### src/hdl/ltl_pkg.sv
// Shared types, constants and byte classification helpers for the line token lexer.
// No dependencies; the lexer top level, the checker and the testbench import this package.
package ltl_pkg;

  // Token kinds as they appear on the result word.
  typedef enum logic [2:0] {
    KIND_IDENT    = 3'd0,
    KIND_EXTERN   = 3'd1,
    KIND_DEF      = 3'd2,
    KIND_INT      = 3'd3,
    KIND_DEC      = 3'd4,
    KIND_STR      = 3'd5,
    KIND_PUNC     = 3'd6,
    KIND_SYM_LONG = 3'd7
  } kind_t;

  // Keyword tracker codes: 1..6 walk "extern", 7..9 walk "def".
  localparam logic [3:0] KW_START       = 4'd0;
  localparam logic [3:0] KW_EXTERN_FULL = 4'd6;
  localparam logic [3:0] KW_DEF_FIRST   = 4'd7;
  localparam logic [3:0] KW_DEF_FULL    = 4'd9;
  localparam logic [3:0] KW_NONE        = 4'd15;

  localparam logic [62:0] ACC_MAX = 63'h7FFF_FFFF_FFFF_FFFF;

  localparam logic [7:0] CH_HASH      = 8'h23;
  localparam logic [7:0] CH_UNDER     = 8'h5F;
  localparam logic [7:0] CH_DOT       = 8'h2E;
  localparam logic [7:0] CH_QUOTE     = 8'h22;
  localparam logic [7:0] CH_BACKSLASH = 8'h5C;
  localparam logic [7:0] CH_SPACE     = 8'h20;
  localparam logic [7:0] CH_NEWLINE   = 8'h0A;

  function automatic logic is_alpha(input logic [7:0] c);
    return (c >= 8'h61 && c <= 8'h7A) || (c >= 8'h41 && c <= 8'h5A);
  endfunction

  function automatic logic is_digit(input logic [7:0] c);
    return c >= 8'h30 && c <= 8'h39;
  endfunction

  function automatic logic is_word(input logic [7:0] c);
    return is_alpha(c) || is_digit(c) || c == CH_UNDER;
  endfunction

  // One step of the keyword prefix matcher. Full matches and misses hold.
  function automatic logic [3:0] kw_step(input logic [3:0] p, input logic [7:0] c);
    logic [3:0] r;
    r = p;
    case (p)
      KW_START: begin
        if (c == 8'h65) r = 4'd1;
        else if (c == 8'h64) r = KW_DEF_FIRST;
        else r = KW_NONE;
      end
      4'd1:         r = (c == 8'h78) ? 4'd2 : KW_NONE;
      4'd2:         r = (c == 8'h74) ? 4'd3 : KW_NONE;
      4'd3:         r = (c == 8'h65) ? 4'd4 : KW_NONE;
      4'd4:         r = (c == 8'h72) ? 4'd5 : KW_NONE;
      4'd5:         r = (c == 8'h6E) ? KW_EXTERN_FULL : KW_NONE;
      KW_DEF_FIRST: r = (c == 8'h65) ? 4'd8 : KW_NONE;
      4'd8:         r = (c == 8'h66) ? KW_DEF_FULL : KW_NONE;
      default:      r = p;
    endcase
    return r;
  endfunction

endpackage

### src/hdl/ltl_in_if.sv
// Byte channel of the line token lexer: one line byte and its end-of-line mark per word.
// No dependencies.
interface ltl_in_if;
  logic       valid;
  logic       ready;
  logic [7:0] ch;
  logic       line_last;

  modport source (output valid, output ch, output line_last, input ready);
  modport sink   (input valid, input ch, input line_last, output ready);
endinterface

### src/hdl/ltl_out_if.sv
// Token channel of the line token lexer: one token description per word.
// No dependencies.
interface ltl_out_if;
  logic        valid;
  logic        ready;
  logic [2:0]  kind;
  logic [11:0] start_res;
  logic [12:0] length;
  logic [62:0] int_value;
  logic [15:0] punc_text;

  modport source (output valid, output kind, output start_res, output length,
                  output int_value, output punc_text, input ready);
  modport sink   (input valid, input kind, input start_res, input length,
                  input int_value, input punc_text, output ready);
endinterface

### src/hdl/line_token_lexer.sv
// Line token lexer top level: byte classification, lexer state and the token register.
// Depends on ltl_pkg, ltl_in_if and ltl_out_if.

// The lexer takes one byte of a text line per cycle on the text channel and
// presents at most one token per byte on the token channel, registered in the
// cycle after the byte that ends it. Each byte is classified and the lexer
// state updated as it is accepted, so the sustained rate is one byte per clock;
// the only thing that holds the text channel back is a token that is still
// waiting in the output register and is not taken in the same cycle, whether
// or not the byte on offer would end a token. A byte marked line_last
// is lexed normally and then returns all state to reset, dropping any open
// token. Token positions count from zero at the start of each line and stop at
// LINE_MAX-1. There is no memory and no start-up pass after reset.
module line_token_lexer #(
  parameter int LINE_MAX = 4096
) (
  input logic clk,
  input logic rst,
  ltl_in_if.sink    text,
  ltl_out_if.source token
);
  import ltl_pkg::*;

  localparam int PW = $clog2(LINE_MAX);
  localparam logic [PW-1:0] POS_LAST = PW'(LINE_MAX - 1);

  typedef enum logic [2:0] {
    M_IDLE, M_IDENT, M_INT, M_DEC, M_STR, M_SYM
  } mode_t;

  mode_t       lex_mode, lex_mode_next;
  logic [PW-1:0] position, token_start, token_start_next;
  logic [7:0]  prev_byte;
  logic [62:0] int_accum, int_accum_next;
  logic [3:0]  keyword_progress, keyword_progress_next;
  logic [15:0] symbol_bytes, symbol_bytes_next;
  logic        comment_skip, comment_skip_next;

  logic        out_valid;
  kind_t       out_kind;
  logic [11:0] out_start;
  logic [12:0] out_length;
  logic [62:0] out_int;
  logic [15:0] out_punc;

  logic        accept;
  logic [7:0]  c;
  logic [PW-1:0] span;
  logic [31:0] span_w, span_p1, start_w;
  logic [66:0] acc_x10;
  logic        acc_sat;

  // Start of a new token as seen from idle.
  mode_t       si_mode;
  logic        si_skip;

  logic        emit;
  kind_t       emit_kind;
  logic [12:0] emit_length;
  logic [62:0] emit_int;
  logic [15:0] emit_punc;
  logic        restart;

  assign c       = text.ch;
  assign accept  = text.valid && text.ready;
  assign text.ready = !out_valid || token.ready;

  assign span    = position - token_start;
  assign span_w  = 32'(span);
  assign span_p1 = span_w + 32'd1;
  assign start_w = 32'(token_start);

  // Decimal accumulate as shift-and-add; saturate once the value passes the limit.
  assign acc_x10 = ({4'b0, int_accum} << 3) + ({4'b0, int_accum} << 1) + 67'(c[3:0]);
  assign acc_sat = acc_x10 > 67'(ACC_MAX);

  // Classify the byte as the first byte of a token.
  always_comb begin
    si_mode = M_IDLE;
    si_skip = 1'b0;
    if (is_alpha(c) || c == CH_UNDER) begin
      si_mode = M_IDENT;
    end else if (is_digit(c)) begin
      si_mode = M_INT;
    end else if (c == CH_QUOTE) begin
      si_mode = M_STR;
    end else if (c == CH_HASH) begin
      si_skip = 1'b1;
    end else if (c != CH_SPACE) begin
      si_mode = M_SYM;
    end
  end

  // Per-byte state update and token decision.
  always_comb begin
    lex_mode_next         = lex_mode;
    token_start_next      = token_start;
    int_accum_next        = int_accum;
    keyword_progress_next = keyword_progress;
    symbol_bytes_next     = symbol_bytes;
    comment_skip_next     = comment_skip;
    emit        = 1'b0;
    emit_kind   = KIND_IDENT;
    emit_length = span_w[12:0];
    emit_int    = '0;
    emit_punc   = '0;
    restart     = 1'b0;

    if (!comment_skip) begin
      case (lex_mode)
        M_IDENT: begin
          if (!is_word(c)) begin
            emit = 1'b1;
            if (keyword_progress == KW_EXTERN_FULL) emit_kind = KIND_EXTERN;
            else if (keyword_progress == KW_DEF_FULL) emit_kind = KIND_DEF;
            else emit_kind = KIND_IDENT;
            restart = 1'b1;
          end else begin
            keyword_progress_next = kw_step(keyword_progress, c);
          end
        end
        M_INT: begin
          if (c == CH_DOT) begin
            lex_mode_next = M_DEC;
          end else if (is_digit(c)) begin
            int_accum_next = acc_sat ? ACC_MAX : acc_x10[62:0];
          end else begin
            emit      = 1'b1;
            emit_kind = KIND_INT;
            emit_int  = int_accum;
            restart   = 1'b1;
          end
        end
        M_DEC: begin
          if (!is_digit(c)) begin
            emit      = 1'b1;
            emit_kind = KIND_DEC;
            restart   = 1'b1;
          end
        end
        M_STR: begin
          if (c == CH_QUOTE && prev_byte != CH_BACKSLASH) begin
            emit          = 1'b1;
            emit_kind     = KIND_STR;
            emit_length   = span_p1[12:0];
            lex_mode_next = M_IDLE;
          end
        end
        M_SYM: begin
          if (is_word(c) || c == CH_NEWLINE) begin
            emit      = 1'b1;
            emit_kind = (span_w > 32'd2) ? KIND_SYM_LONG : KIND_PUNC;
            emit_punc = symbol_bytes;
            restart   = 1'b1;
          end else if (span_w == 32'd1) begin
            symbol_bytes_next = symbol_bytes | {8'h00, c};
          end
        end
        default: begin
          restart = 1'b1;
        end
      endcase
    end

    // A byte that ends a non-string token, or comes in idle, is handled as a possible token start.
    if (restart) begin
      lex_mode_next    = si_mode;
      token_start_next = position;
      if (si_skip) comment_skip_next = 1'b1;
      case (si_mode)
        M_IDENT: keyword_progress_next = kw_step(KW_START, c);
        M_INT:   int_accum_next        = 63'(c[3:0]);
        M_SYM:   symbol_bytes_next     = {c, 8'h00};
        default: ;
      endcase
    end
  end

  // Lexer state and the token register.
  always_ff @(posedge clk) begin
    if (rst) begin
      lex_mode         <= M_IDLE;
      position         <= '0;
      token_start      <= '0;
      prev_byte        <= '0;
      int_accum        <= '0;
      keyword_progress <= KW_START;
      symbol_bytes     <= '0;
      comment_skip     <= 1'b0;
      out_valid        <= 1'b0;
    end else begin
      if (accept) begin
        if (text.line_last) begin
          lex_mode         <= M_IDLE;
          position         <= '0;
          token_start      <= '0;
          prev_byte        <= '0;
          int_accum        <= '0;
          keyword_progress <= KW_START;
          symbol_bytes     <= '0;
          comment_skip     <= 1'b0;
        end else begin
          lex_mode         <= lex_mode_next;
          token_start      <= token_start_next;
          prev_byte        <= c;
          int_accum        <= int_accum_next;
          keyword_progress <= keyword_progress_next;
          symbol_bytes     <= symbol_bytes_next;
          comment_skip     <= comment_skip_next;
          if (position < POS_LAST) position <= position + PW'(1);
        end
        out_valid <= emit;
      end else if (token.ready) begin
        out_valid <= 1'b0;
      end
      if (accept && emit) begin
        out_kind   <= emit_kind;
        out_start  <= start_w[11:0];
        out_length <= emit_length;
        out_int    <= emit_int;
        out_punc   <= emit_punc;
      end
    end
  end

  assign token.valid     = out_valid;
  assign token.kind      = out_kind;
  assign token.start_res = out_start;
  assign token.length    = out_length;
  assign token.int_value = out_int;
  assign token.punc_text = out_punc;

endmodule

### src/flat_wrapper.sv
// flat-port wrapper written by rule: the top's interface ports become plain ports
module line_token_lexer_flat import ltl_pkg::*;
#(
  parameter int LINE_MAX = 4096
)
  (clk, rst, text_valid, text_ch, text_line_last, text_ready, token_valid, token_kind, token_start_res, token_length, token_int_value, token_punc_text, token_ready);
  ltl_in_if text_i ();
  ltl_out_if token_i ();
  input logic clk;
  input logic rst;
  input wire logic [$bits(text_i.valid)-1:0] text_valid;
  input wire logic [$bits(text_i.ch)-1:0] text_ch;
  input wire logic [$bits(text_i.line_last)-1:0] text_line_last;
  output wire logic [$bits(text_i.ready)-1:0] text_ready;
  output wire logic [$bits(token_i.valid)-1:0] token_valid;
  output wire logic [$bits(token_i.kind)-1:0] token_kind;
  output wire logic [$bits(token_i.start_res)-1:0] token_start_res;
  output wire logic [$bits(token_i.length)-1:0] token_length;
  output wire logic [$bits(token_i.int_value)-1:0] token_int_value;
  output wire logic [$bits(token_i.punc_text)-1:0] token_punc_text;
  input wire logic [$bits(token_i.ready)-1:0] token_ready;
  assign text_i.valid = text_valid;
  assign text_i.ch = text_ch;
  assign text_i.line_last = text_line_last;
  assign text_ready = text_i.ready;
  assign token_valid = token_i.valid;
  assign token_kind = token_i.kind;
  assign token_start_res = token_i.start_res;
  assign token_length = token_i.length;
  assign token_int_value = token_i.int_value;
  assign token_punc_text = token_i.punc_text;
  assign token_i.ready = token_ready;
  line_token_lexer #(.LINE_MAX(LINE_MAX)) u_core (.clk(clk), .rst(rst), .text(text_i), .token(token_i));
endmodule
### config.mk
export PLATFORM = sky130hd
export DESIGN_NAME = line_token_lexer_flat
export DESIGN_NICKNAME = d
export VERILOG_FILES = /design/src/hdl/ltl_pkg.sv /design/src/hdl/ltl_in_if.sv /design/src/hdl/ltl_out_if.sv /design/src/hdl/line_token_lexer.sv /design/src/flat_wrapper.sv
export SDC_FILE = /design/constraint.sdc
export NUM_CORES = 1
export LEC_CHECK = 0
export BUFFER_PORTS_ARGS = -buffer_cell sky130_fd_sc_hd__buf_2
export CAP_MARGIN = 40
export CORE_AREA = 2 2 224 226
export DETAILED_ROUTE_END_ITERATION = 16
export DIE_AREA = 0 0 226 228
export PLACE_DENSITY = 0.56
export SYNTH_ARGS = -nofsm -noshare
export SYNTH_HDL_FRONTEND = slang
export SYNTH_SLANG_ARGS = --single-unit
### constraint.sdc
create_clock -name clk -period 17.8 [get_ports clk]
set_input_delay 2.67 -clock clk [delete_from_list [all_inputs] [get_ports clk]]
set_output_delay 2.67 -clock clk [all_outputs]
set_load 0.01 [all_outputs]
After elaboration in Yosys (flattened, before gate mapping)
Index checks and enable logic that the tools add are counted.
- bits in registers: 227
- input port bits: 13
- logic and storage cells: 176
- add/subtract/negate cells: 5
- $lt $le $gt $ge: 9
- eq/ne operators: 35
- mux-type cells: 78
- bitwise logic cells: 7
- reductions and logical operators: 27
- operators with widths (cell ; number):
    2-to-1 mux 63 bit ; 8
    2-to-1 mux 16 bit ; 7
    2-to-1 mux 12 bit ; 7
    adder 66 x 64 -> 67 bit ; 1
    adder 67 x 4 -> 67 bit ; 1
    > comparator 67 x 63 -> 1 bit, second input constant ; 1
    equality test 8 x 7 -> 1 bit, second input constant ; 8
    2-to-1 mux 3 bit ; 18
    2-to-1 mux 4 bit ; 13
    case mux 4 bit (8 select lines) ; 1
    equality test 8 x 6 -> 1 bit, second input constant ; 3
    2-to-1 mux 1 bit ; 17
    equality test 4 x 3 -> 1 bit, second input constant ; 4
    >= comparator 8 x 7 -> 1 bit, second input constant ; 2
    less-or-equal comparator 8 x 7 -> 1 bit, second input constant ; 2
    bitwise OR 16 x 8 -> 16 bit ; 1
    case mux 3 bit (5 select lines) ; 1
    adder 12 x 1 -> 13 bit, second input constant ; 1
    adder 12 x 1 -> 12 bit, second input constant ; 1
    equality test 12 x 1 -> 1 bit, second input constant ; 1
    > comparator 12 x 2 -> 1 bit, second input constant ; 1
    less-than comparator 12 bit, second input constant ; 1
    subtractor 12 bit ; 1
    case mux 1 bit (5 select lines) ; 2
    other kinds (28) ; 58

Depth between registers and ports, before layout
Gate-level depths: netlist of run 1.
- depth after elaboration: 12
- gate-level depth with buffers: 17
- depth with buffers taken out: 14

Worst setup path after synthesis of run 1
No wires, ideal clock.
- path type: input-to-reg
- from: in text_ch[6]
- to: reg u_core.out_valid, in the netlist u_core.token.valid
- library setup time: 106 ps
- arrival time: 10115 ps
- setup slack: 7579 ps
- cell stages on the path: 5
- buffers on the path: 0
- cells stage by stage: or4_4 o311ai_4 a21oi_1 a31oi_1 o21bai_1
- longest elaborated chain between the ends: 10
- elaborated cells on any way between the ends: 26
- those cells by class: order compare (6); eq/ne (4); mux (8); reduce/logical (8)
- ends and longest elaborated chain (element ; line ; source):
    start, declared ; flat_wrapper.sv:12 ; input wire logic [$bits(text_i.ch)-1:0] text_ch;
    >= comparator 8 x 7 -> 1 bit or less-or-equal comparator 8 x 7 -> 1 bit (tied branches) ; ltl_pkg.sv:35 ; return (c >= 8'h61 && c <= 8'h7A) || (c >= 8'h41 && c <= 8'h5A);
    logical AND 1 bit ; ltl_pkg.sv:35 ;
    logical OR 1 bit ; ltl_pkg.sv:35 ;
    logical OR 1 bit (2 in a row) ; ltl_pkg.sv:43 ; return is_alpha(c) || is_digit(c) || c == CH_UNDER;
    logical OR 1 bit ; line_token_lexer.sv:150 ; if (is_word(c) || c == CH_NEWLINE) begin
    2-to-1 mux 1 bit ; line_token_lexer.sv:150 ;
    case mux 1 bit (5 select lines) (*) ; line_token_lexer.sv:110 ; case (lex_mode)
    2-to-1 mux 1 bit (*) ; line_token_lexer.sv:109 ; if (!comment_skip) begin
    2-to-1 mux 1 bit (*) ; line_token_lexer.sv:192 ; if (accept) begin
    end signal, assigned ; line_token_lexer.sv:212 ; out_valid <= emit;
    end, declared ; line_token_lexer.sv:39 ; logic out_valid;
Every way passes the cells marked *; elsewhere a longest branch is shown, timed or not.
A chain may end at the register's enable or synchronous reset.

Worst setup path in the final report of run 1
- from: in text_ch[3]
- to: reg u_core.int_accum[34]
- longest elaborated chain between the ends: 11
- elaborated cells on any way between the ends: 42
- those cells by class: add/sub (1); order compare (7); eq/ne (7); mux (19); reduce/logical (8)
- ends and longest elaborated chain (element ; line ; source):
    parallel branches: the longest is 9 deep, another holds adder 67 x 4 -> 67 bit ; n/a ;
    2-to-1 mux 63 bit (*) ; line_token_lexer.sv:166 ; if (restart) begin
    2-to-1 mux 63 bit (*) ; line_token_lexer.sv:193 ; if (text.line_last) begin
    end signal, assigned ; line_token_lexer.sv:206 ; int_accum <= int_accum_next;
    end, declared ; line_token_lexer.sv:34 ; logic [62:0] int_accum, int_accum_next;
Mark *: on every way between the ends.

==> results of run 1 <==
## power breakdown
group / internal, uW / switching (uW)
combinational: 15.0 / 33.6
sequential: 546 / 2.96
clock: 299 / 224
## critical path, cell delays in order
cell and delay, ns:
buf_2 0.29, inv_1 0.15, fa_1 0.63, inv_1 0.06, ha_1 0.31, a211oi_1 0.31, o211ai_1 0.20, a311oi_2 0.38
o22a_1 0.28, o22ai_1 0.10, o21ai_0 0.15, o32ai_1 0.12, and3_1 0.38, nor2_8 0.70, a221o_1 0.21
## worst max-delay path by stage
stage / from / to / slack, ns / depth (start not counted)
2_1_floorplan: text_ch[6] / u_core.token.valid$_SDFFE_PP0P_ / 7.58 / 5
3_3_place_gp: text_ch[3] / u_core.int_accum[35]$_SDFFE_PP0P_ / 10.76 / 15
3_5_place_dp: text_ch[3] / u_core.int_accum[14]$_SDFFE_PP0P_ / 10.72 / 15
4_1_cts: text_ch[3] / u_core.int_accum[33]$_SDFFE_PP0P_ / 11.26 / 15
5_1_grt: text_ch[3] / u_core.int_accum[31]$_SDFFE_PP0P_ / 10.96 / 15
6_report: text_ch[3] / u_core.int_accum[34]$_SDFFE_PP0P_ / 11.28 / 15
## cell families after synthesis
| kind of cell | after synthesis | synth area share [%] |
|---|---|---|
| AO/OA/AOI/OAI | 432 | 20.9 |
| buffers and inverters | 133 | 3.97 |
| multiplexers | 9 | 0.627 |
| XOR/XNOR | 86 | 5.17 |
| adder cells (fa/ha/maj) | 144 | 12.5 |
| flip-flops | 227 | 38.5 |
| AND/OR/NAND/NOR | 503 | 18.3 |
## synthesized netlist by cell type, drive strengths merged (10+ instances only)
library cell	number
a211oi	10
a21o	30
a21oi	113
a221o	57
a22o	13
a22oi	18
a31oi	11
and2	86
and3	14
buf	26
clkbuf	56
dfxtp	120
edfxtp	107
ha	140
inv	51
nand2	121
nand2b	16
nand3	26
nand4	26
nor2	120
nor2b	12
nor3	25
nor4	11
o21a	12
o21ai	85
or3	12
xnor2	51
xor2	35
## flip-flops by register name (all words and copies together) (netlist names), 12 cells and up
register / cells
u_core.token.int_value: 63
u_core.token.start_res: 12
u_core.token_start: 12
u_core.symbol_bytes: 16
u_core.token.length: 13
u_core.token.punc_text: 16
u_core.int_accum: 63
u_core.position: 12
## metrics by stage
stage               hold WS [ns]  total power, uW  utilization, %
floorplan                  0.422              594               -
global placement           0.434              608            31.9
detailed placement         0.439              608            32.0
CTS                        0.447             1140            33.7
global route               0.470             1160            33.7
finish                     0.450             1120            33.7
## routing by layer
metal	track usage [%]	share of wire (%)	vias up
li1	-	-	5867
met1	19.1	44	5792
met2	26.2	49	279
met3	2.13	4.4	53
met4	3.33	2.1	0
met5	0	0	-
## final cells by class
class	count	area [sq um]	share of cell area (%)
clock buffer	37	723	4.35
sequential	227	5620	33.8
inverter	51	191	1.15
timing repair buffer	133	713	4.29
multi-input combinational	1174	8430	50.7
tap	672	841	5.06
clock inverter	13	103	0.617
==> impl_metrics.csv, run 1 <==
group,metric,value,unit
final_layout,antenna_cells,0,
critical_path,regToRegStartpoint,"u_core.int_accum[0]$_SDFFE_PP0P_",
timing,fin_crit,6.52,ns
detailed_routing,via_count,11991,
synthesis,postSynthRegisterBits,227,
grt,track_usage,14.8,%
final_layout,drive_gt1_share,13.0,%
synthesis,synth.lib_cells_used.distinct,95,
clocking,tritoncts,"done",
timing,crit_path_setup_slack_layout,11.28,ns
final_layout,flow.area_growth_from_synthesis,14.0,%
synthesis,dominantRegCellSynth,"dfxtp_1",
floorplan,dieArea,51500,sq um
detailed_routing,initialDrtViolationCount,837,
final_layout,fin_cells,2307,
timing,min_period_over_period,36.7,%
timing,timing.final.setup_violations,0,
synthesis,most_area_hungry_cell_type_in_the_yosys_netlist,"edfxtp_1",
min_path,timing.hold.worst_path_depth,2,
synthesis,asyncSetResetFlopFracSynth,0,%
critical_path,worst_r2r_endpoint,"u_core.int_accum[34]$_SDFFE_PP0P_",
timing,unrepaired_setup_endpoints_after_global_routing,"false",
synthesis,yosys.area.top_type_share,22.0,%
grt,via_count_of_the_first_global_routing_pass,11749,
final_layout,mostFrequentLayoutCell,"ha_1",
critical_path,arrival_time_at_the_worst_endpoint,7.02,ns
place,dpl.hpwl,29.0,mm
synthesis,syn-cell-area,14600,sq um
critical_path,worstSetupStartpointType,"input port",
clocking,clock_sinks,227,
synthesis,synth.avg_cell_area,9.50,sq um
timing,setup_total_negative_slack,0,ns
floorplan,start_util,29.5,%
final_layout,layout.cells.most_common_list,"140 x ha_1, 122 x buf_2, 120 x nand2_1, 120 x dfxtp_1, 114 x nor2_1",
synthesis,synth_edf_count,107,
synthesis,seq_area_frac_synth,38.5,%
synthesis,ys_warn_count,0,
final_layout,final_area,16600,sq um
floorplan,i_o_pin_count,122,
detailed_routing,drc_errors,0,
critical_path,regToRegSetupSlack,13.38,ns
floorplan,fp.dieW,226,microns
place,number_of_port_buffers,121,
outcome,status,"finished clean",
job,max_cap_viols,0,
place,post_dp_cell_area,15800,sq um
clocking,cts.reportedPaths.clkPinSlew,0.06,ns
place,placed_cells_incl_taps,2257,
synthesis,ys_top_cells_by_area,"edfxtp_1 22%, dfxtp_1 16%, ha_1 12%, a221o_1 3.9%, a21oi_1 3.8%",
synthesis,mapped_cells,1534,
clocking,worst_skew_pair.late_latency,0.56,ns
detailed_routing,avgRoutedWirePerCell,16.9,microns
detailed_routing,drt-pass1-iter-count,5,
critical_path,critPathRequiredTime,18.30,ns
timing,final-hold-violation-count,0,
final_layout,num-fill-cells,5091,
pwr,vdd_drop_max,0.0598,mV
clocking,clockBufferDepth,3,
timing,fmax,0.153,GHz
clocking,clock-root-buffer,"clkbuf_16",
place,pre_cts_slack,10.72,ns
grt,grt_pass1_wl,62.7,mm
pwr,power_leakage,0.00696,uW
pwr,power.density,67.4,nW/um^2
floorplan,area_of_the_core,49300,sq um
synthesis,synth_fp_nets,1690,
detailed_routing,drt-vias-per-instance,5.20,
grt,grt_max_degree,62,
detailed_routing,postRouteAntennaNets,0,
critical_path,cp_max_fo,55,
timing,clock_skew,0.00940,ns
timing,timing_max_transition_violations_final,0,
clocking,cts_hold_buf,0,
min_path,min_path_type,"flop to flop",
grt,grt.overflow.total,0,
clocking,htree_levels,1,
place,place_congestion,0.861,
detailed_routing,totalWireLength,38.9,mm
min_path,whs_endpoint,"u_core.prev_byte[7]$_SDFFE_PP0P_",
floorplan,die-height,228,microns
grt,antenna_violations_before_repair,0,
clocking,post_cts_resized,0,
clocking,cts_setup_buffers,0,
clocking,tritoncts.num_buffers,27,
critical_path,r2r.worst_path.cells,14,
timing,worst_rel_slew_slack,43.1,%
critical_path,criticalPathCategory,"input port to flop",
min_path,worstHoldStart,"u_core.prev_byte[7]$_SDFFE_PP0P_",
floorplan,floorplan.rows,82,
timing,worst_pin_slew,0.850,ns
final_layout,layout.nets,1770,
critical_path,setup.worst_path.end_class,"flop",
Note: power is estimated with default switching activity, not from simulation.
==> run 2: changes to the inputs <==
- PLACE_DENSITY: 0.56 -> 0.58
- clock period: 17.8 -> 5.73 ns (I/O delays scaled with it)
==> impl_metrics.csv, run 2 (synthesis results as in run 1) <==
group,metric,value,unit
critical_path,crit_path_max_cell_delay,0.63,ns
pwr,power.density,215,nW/um^2
grt,grt_pass1_wl,62.5,mm
final_layout,layout.cells.most_common_list,"140 x ha_1, 121 x buf_2, 120 x nand2_1, 120 x dfxtp_1, 114 x nor2_1",
clocking,tritoncts.num_buffers,27,
critical_path,criticalPathCategory,"input port to flop",
final_layout,drive_gt1_share,13.2,%
pwr,vdd_drop_max,0.187,mV
critical_path,setup.worst_path.start,"text_ch[3]",
floorplan,fp.dieW,226,microns
timing,min_period_over_period,75.8,%
timing,worst_rel_slew_slack,40.1,%
timing,fmax,0.230,GHz
clocking,post_cts_resized,0,
final_layout,antenna_cells,0,
place,number_of_port_buffers,121,
detailed_routing,totalWireLength,39.4,mm
detailed_routing,via_count,12018,
grt,track_usage,14.8,%
floorplan,start_util,29.5,%
detailed_routing,avgRoutedWirePerCell,17.0,microns
place,post_dp_cell_area,15800,sq um
floorplan,dieArea,51500,sq um
critical_path,critPathSlowestCell,"fa_1",
grt,antenna_violations_before_repair,0,
critical_path,path_cells,"buf_2 -> inv_1 -> fa_1 -> inv_1 -> ha_1 -> a211oi_1 -> o211ai_1 -> a311oi_2 -> o22a_1 -> o22ai_1 -> o32ai_1 -> and3_1 -> nor2_8 -> buf_12 -> a221o_1",
clocking,cts_setup_buffers,0,
clocking,clockBufferDepth,3,
pwr,netSwitchingPower,813,uW
pwr,combinationalPowerShare,4.3,%
clocking,cts.reportedPaths.clkPinSlew,0.06,ns
clocking,clock_sinks,227,
grt,grt_max_degree,68,
critical_path,regToRegStartpoint,"u_core.int_accum[0]$_SDFFE_PP0P_",
detailed_routing,initialDrtViolationCount,816,
pwr,seq_power_share,47.3,%
timing,unrepaired_setup_endpoints_after_global_routing,"false",
timing,final-hold-violation-count,0,
clocking,htree_levels,1,
timing,timing.final.setup_violations,0,
final_layout,mostFrequentLayoutCell,"ha_1",
floorplan,i_o_pin_count,122,
clocking,cts_hold_buf,0,
critical_path,cp_max_fo,55,
final_layout,final_area,16700,sq um
place,place_congestion,0.905,
timing,fin_crit,4.34,ns
critical_path,timing.critical_path.max_delay_family,"compound AO/OA/AOI/OAI gates",
final_layout,flow.area_growth_from_synthesis,14.8,%
timing,timing_max_transition_violations_final,0,
critical_path,worstSetupStartpointType,"input port",
critical_path,critical_path.n_buffers_inverters,4,
detailed_routing,postRouteAntennaNets,0,
critical_path,critPathRequiredTime,6.18,ns
min_path,min_path_type,"flop to flop",
timing,setup_total_negative_slack,0,ns
min_path,worstHoldStart,"u_core.symbol_bytes[14]$_SDFFE_PP0P_",
detailed_routing,drt-vias-per-instance,5.20,
clocking,clock-root-buffer,"clkbuf_16",
clocking,worst_skew_pair.late_latency,0.57,ns
floorplan,die-height,228,microns
detailed_routing,drc_errors,0,
pwr,power_leakage,0.00703,uW
grt,grt.overflow.total,0,
job,max_cap_viols,0,
critical_path,arrival_time_at_the_worst_endpoint,4.80,ns
pwr,intPower,2790,uW
timing,clock_skew,0.0209,ns
critical_path,setup.worst_path.end_class,"flop",
grt,via_count_of_the_first_global_routing_pass,11836,
floorplan,area_of_the_core,49300,sq um
clocking,tritoncts,"done",
critical_path,crit_top_cell,"inv_1",
final_layout,layout.nets,1776,
pwr,share_clk_of_total_power,48.4,%
pwr,power_switching_share,22.6,%
place,dpl.hpwl,29.5,mm
outcome,status,"finished clean",
floorplan,floorplan.rows,82,
detailed_routing,drt-pass1-iter-count,5,
timing,worst_pin_slew,0.899,ns
[run 2: changes by cell type in the layout (fill, tap and decap cells not counted), sizes merged]
| cell | previous run | this run |
|---|---|---|
| bufinv | 1 | 4 |
| clkbuf | 37 | 34 |
| clkinv | 8 | 9 |
| inv | 52 | 53 |
| buf | 133 | 139 |
| clkinvlp | 3 | 1 |
[run 2: power by group through the flow]
stage	Clock, uW	Combinational [uW]	Sequential, uW
finish	1750	153	1700
detailed placement	0	152	1740
CTS	1800	153	1700
floorplan	0	108	1740
global route	1850	168	1710
global placement	0	151	1740
[run 2: metal layers]
metal  global-route usage [%]  up-vias  share of wire, %
met5                        0        -                 0
met4                     4.97        0               3.2
met3                     2.15       83               4.1
met2                     25.4      286                48
met1                     18.9     5758                45
li1                         -     5891                 -
[run 2: worst register-to-register path, cell delays in order (launching register included)]
cell	delay (ns)
dfxtp_1	0.40
inv_1	0.10
fa_1	0.59
inv_1	0.06
ha_1	0.30
a211oi_1	0.32
o211ai_1	0.21
a311oi_2	0.41
o22a_1	0.27
o22ai_1	0.10
o32ai_1	0.34
and3_1	0.49
nor2_8	0.07
buf_12	0.21
a221o_1	0.32
[run 2: path summary, 6_finish.rpt]
path	end	slack [ns]	cells past startpoint
min reg2reg	u_core.symbol_bytes[14]$_SDFFE_PP0P_	0.45	2
min	u_core.symbol_bytes[14]$_SDFFE_PP0P_	0.45	2
max reg2reg	u_core.int_accum[35]$_SDFFE_PP0P_	1.43	14
max	u_core.int_accum[35]$_SDFFE_PP0P_	1.39	15
[run 2: area by class of cell]
class | instances | area (sq um)
flip-flops and latches | 227 | 5620
fillers | 5069 | 32600
clock buffers | 34 | 702
well taps | 672 | 841
multi-input cells | 1174 | 8420
clock inverters | 16 | 189
inverters | 51 | 191
repair buffers | 139 | 773
[run 2: stage by stage]
step | hold slack (ns) | total power [uW] | util [%] | setup WS [ns] | cells
finish | 0.447 | 3600 | 33.9 | 1.39 | 2313
global route | 0.470 | 3720 | 33.9 | 1.13 | 2313
CTS | 0.450 | 3660 | 33.9 | 1.46 | 2313
detailed placement | 0.439 | 1890 | 32.1 | 0.891 | 2263
global placement | 0.433 | 1890 | 32.0 | 0.991 | 2261
floorplan | 0.422 | 1840 | - | 1.31 | 1534
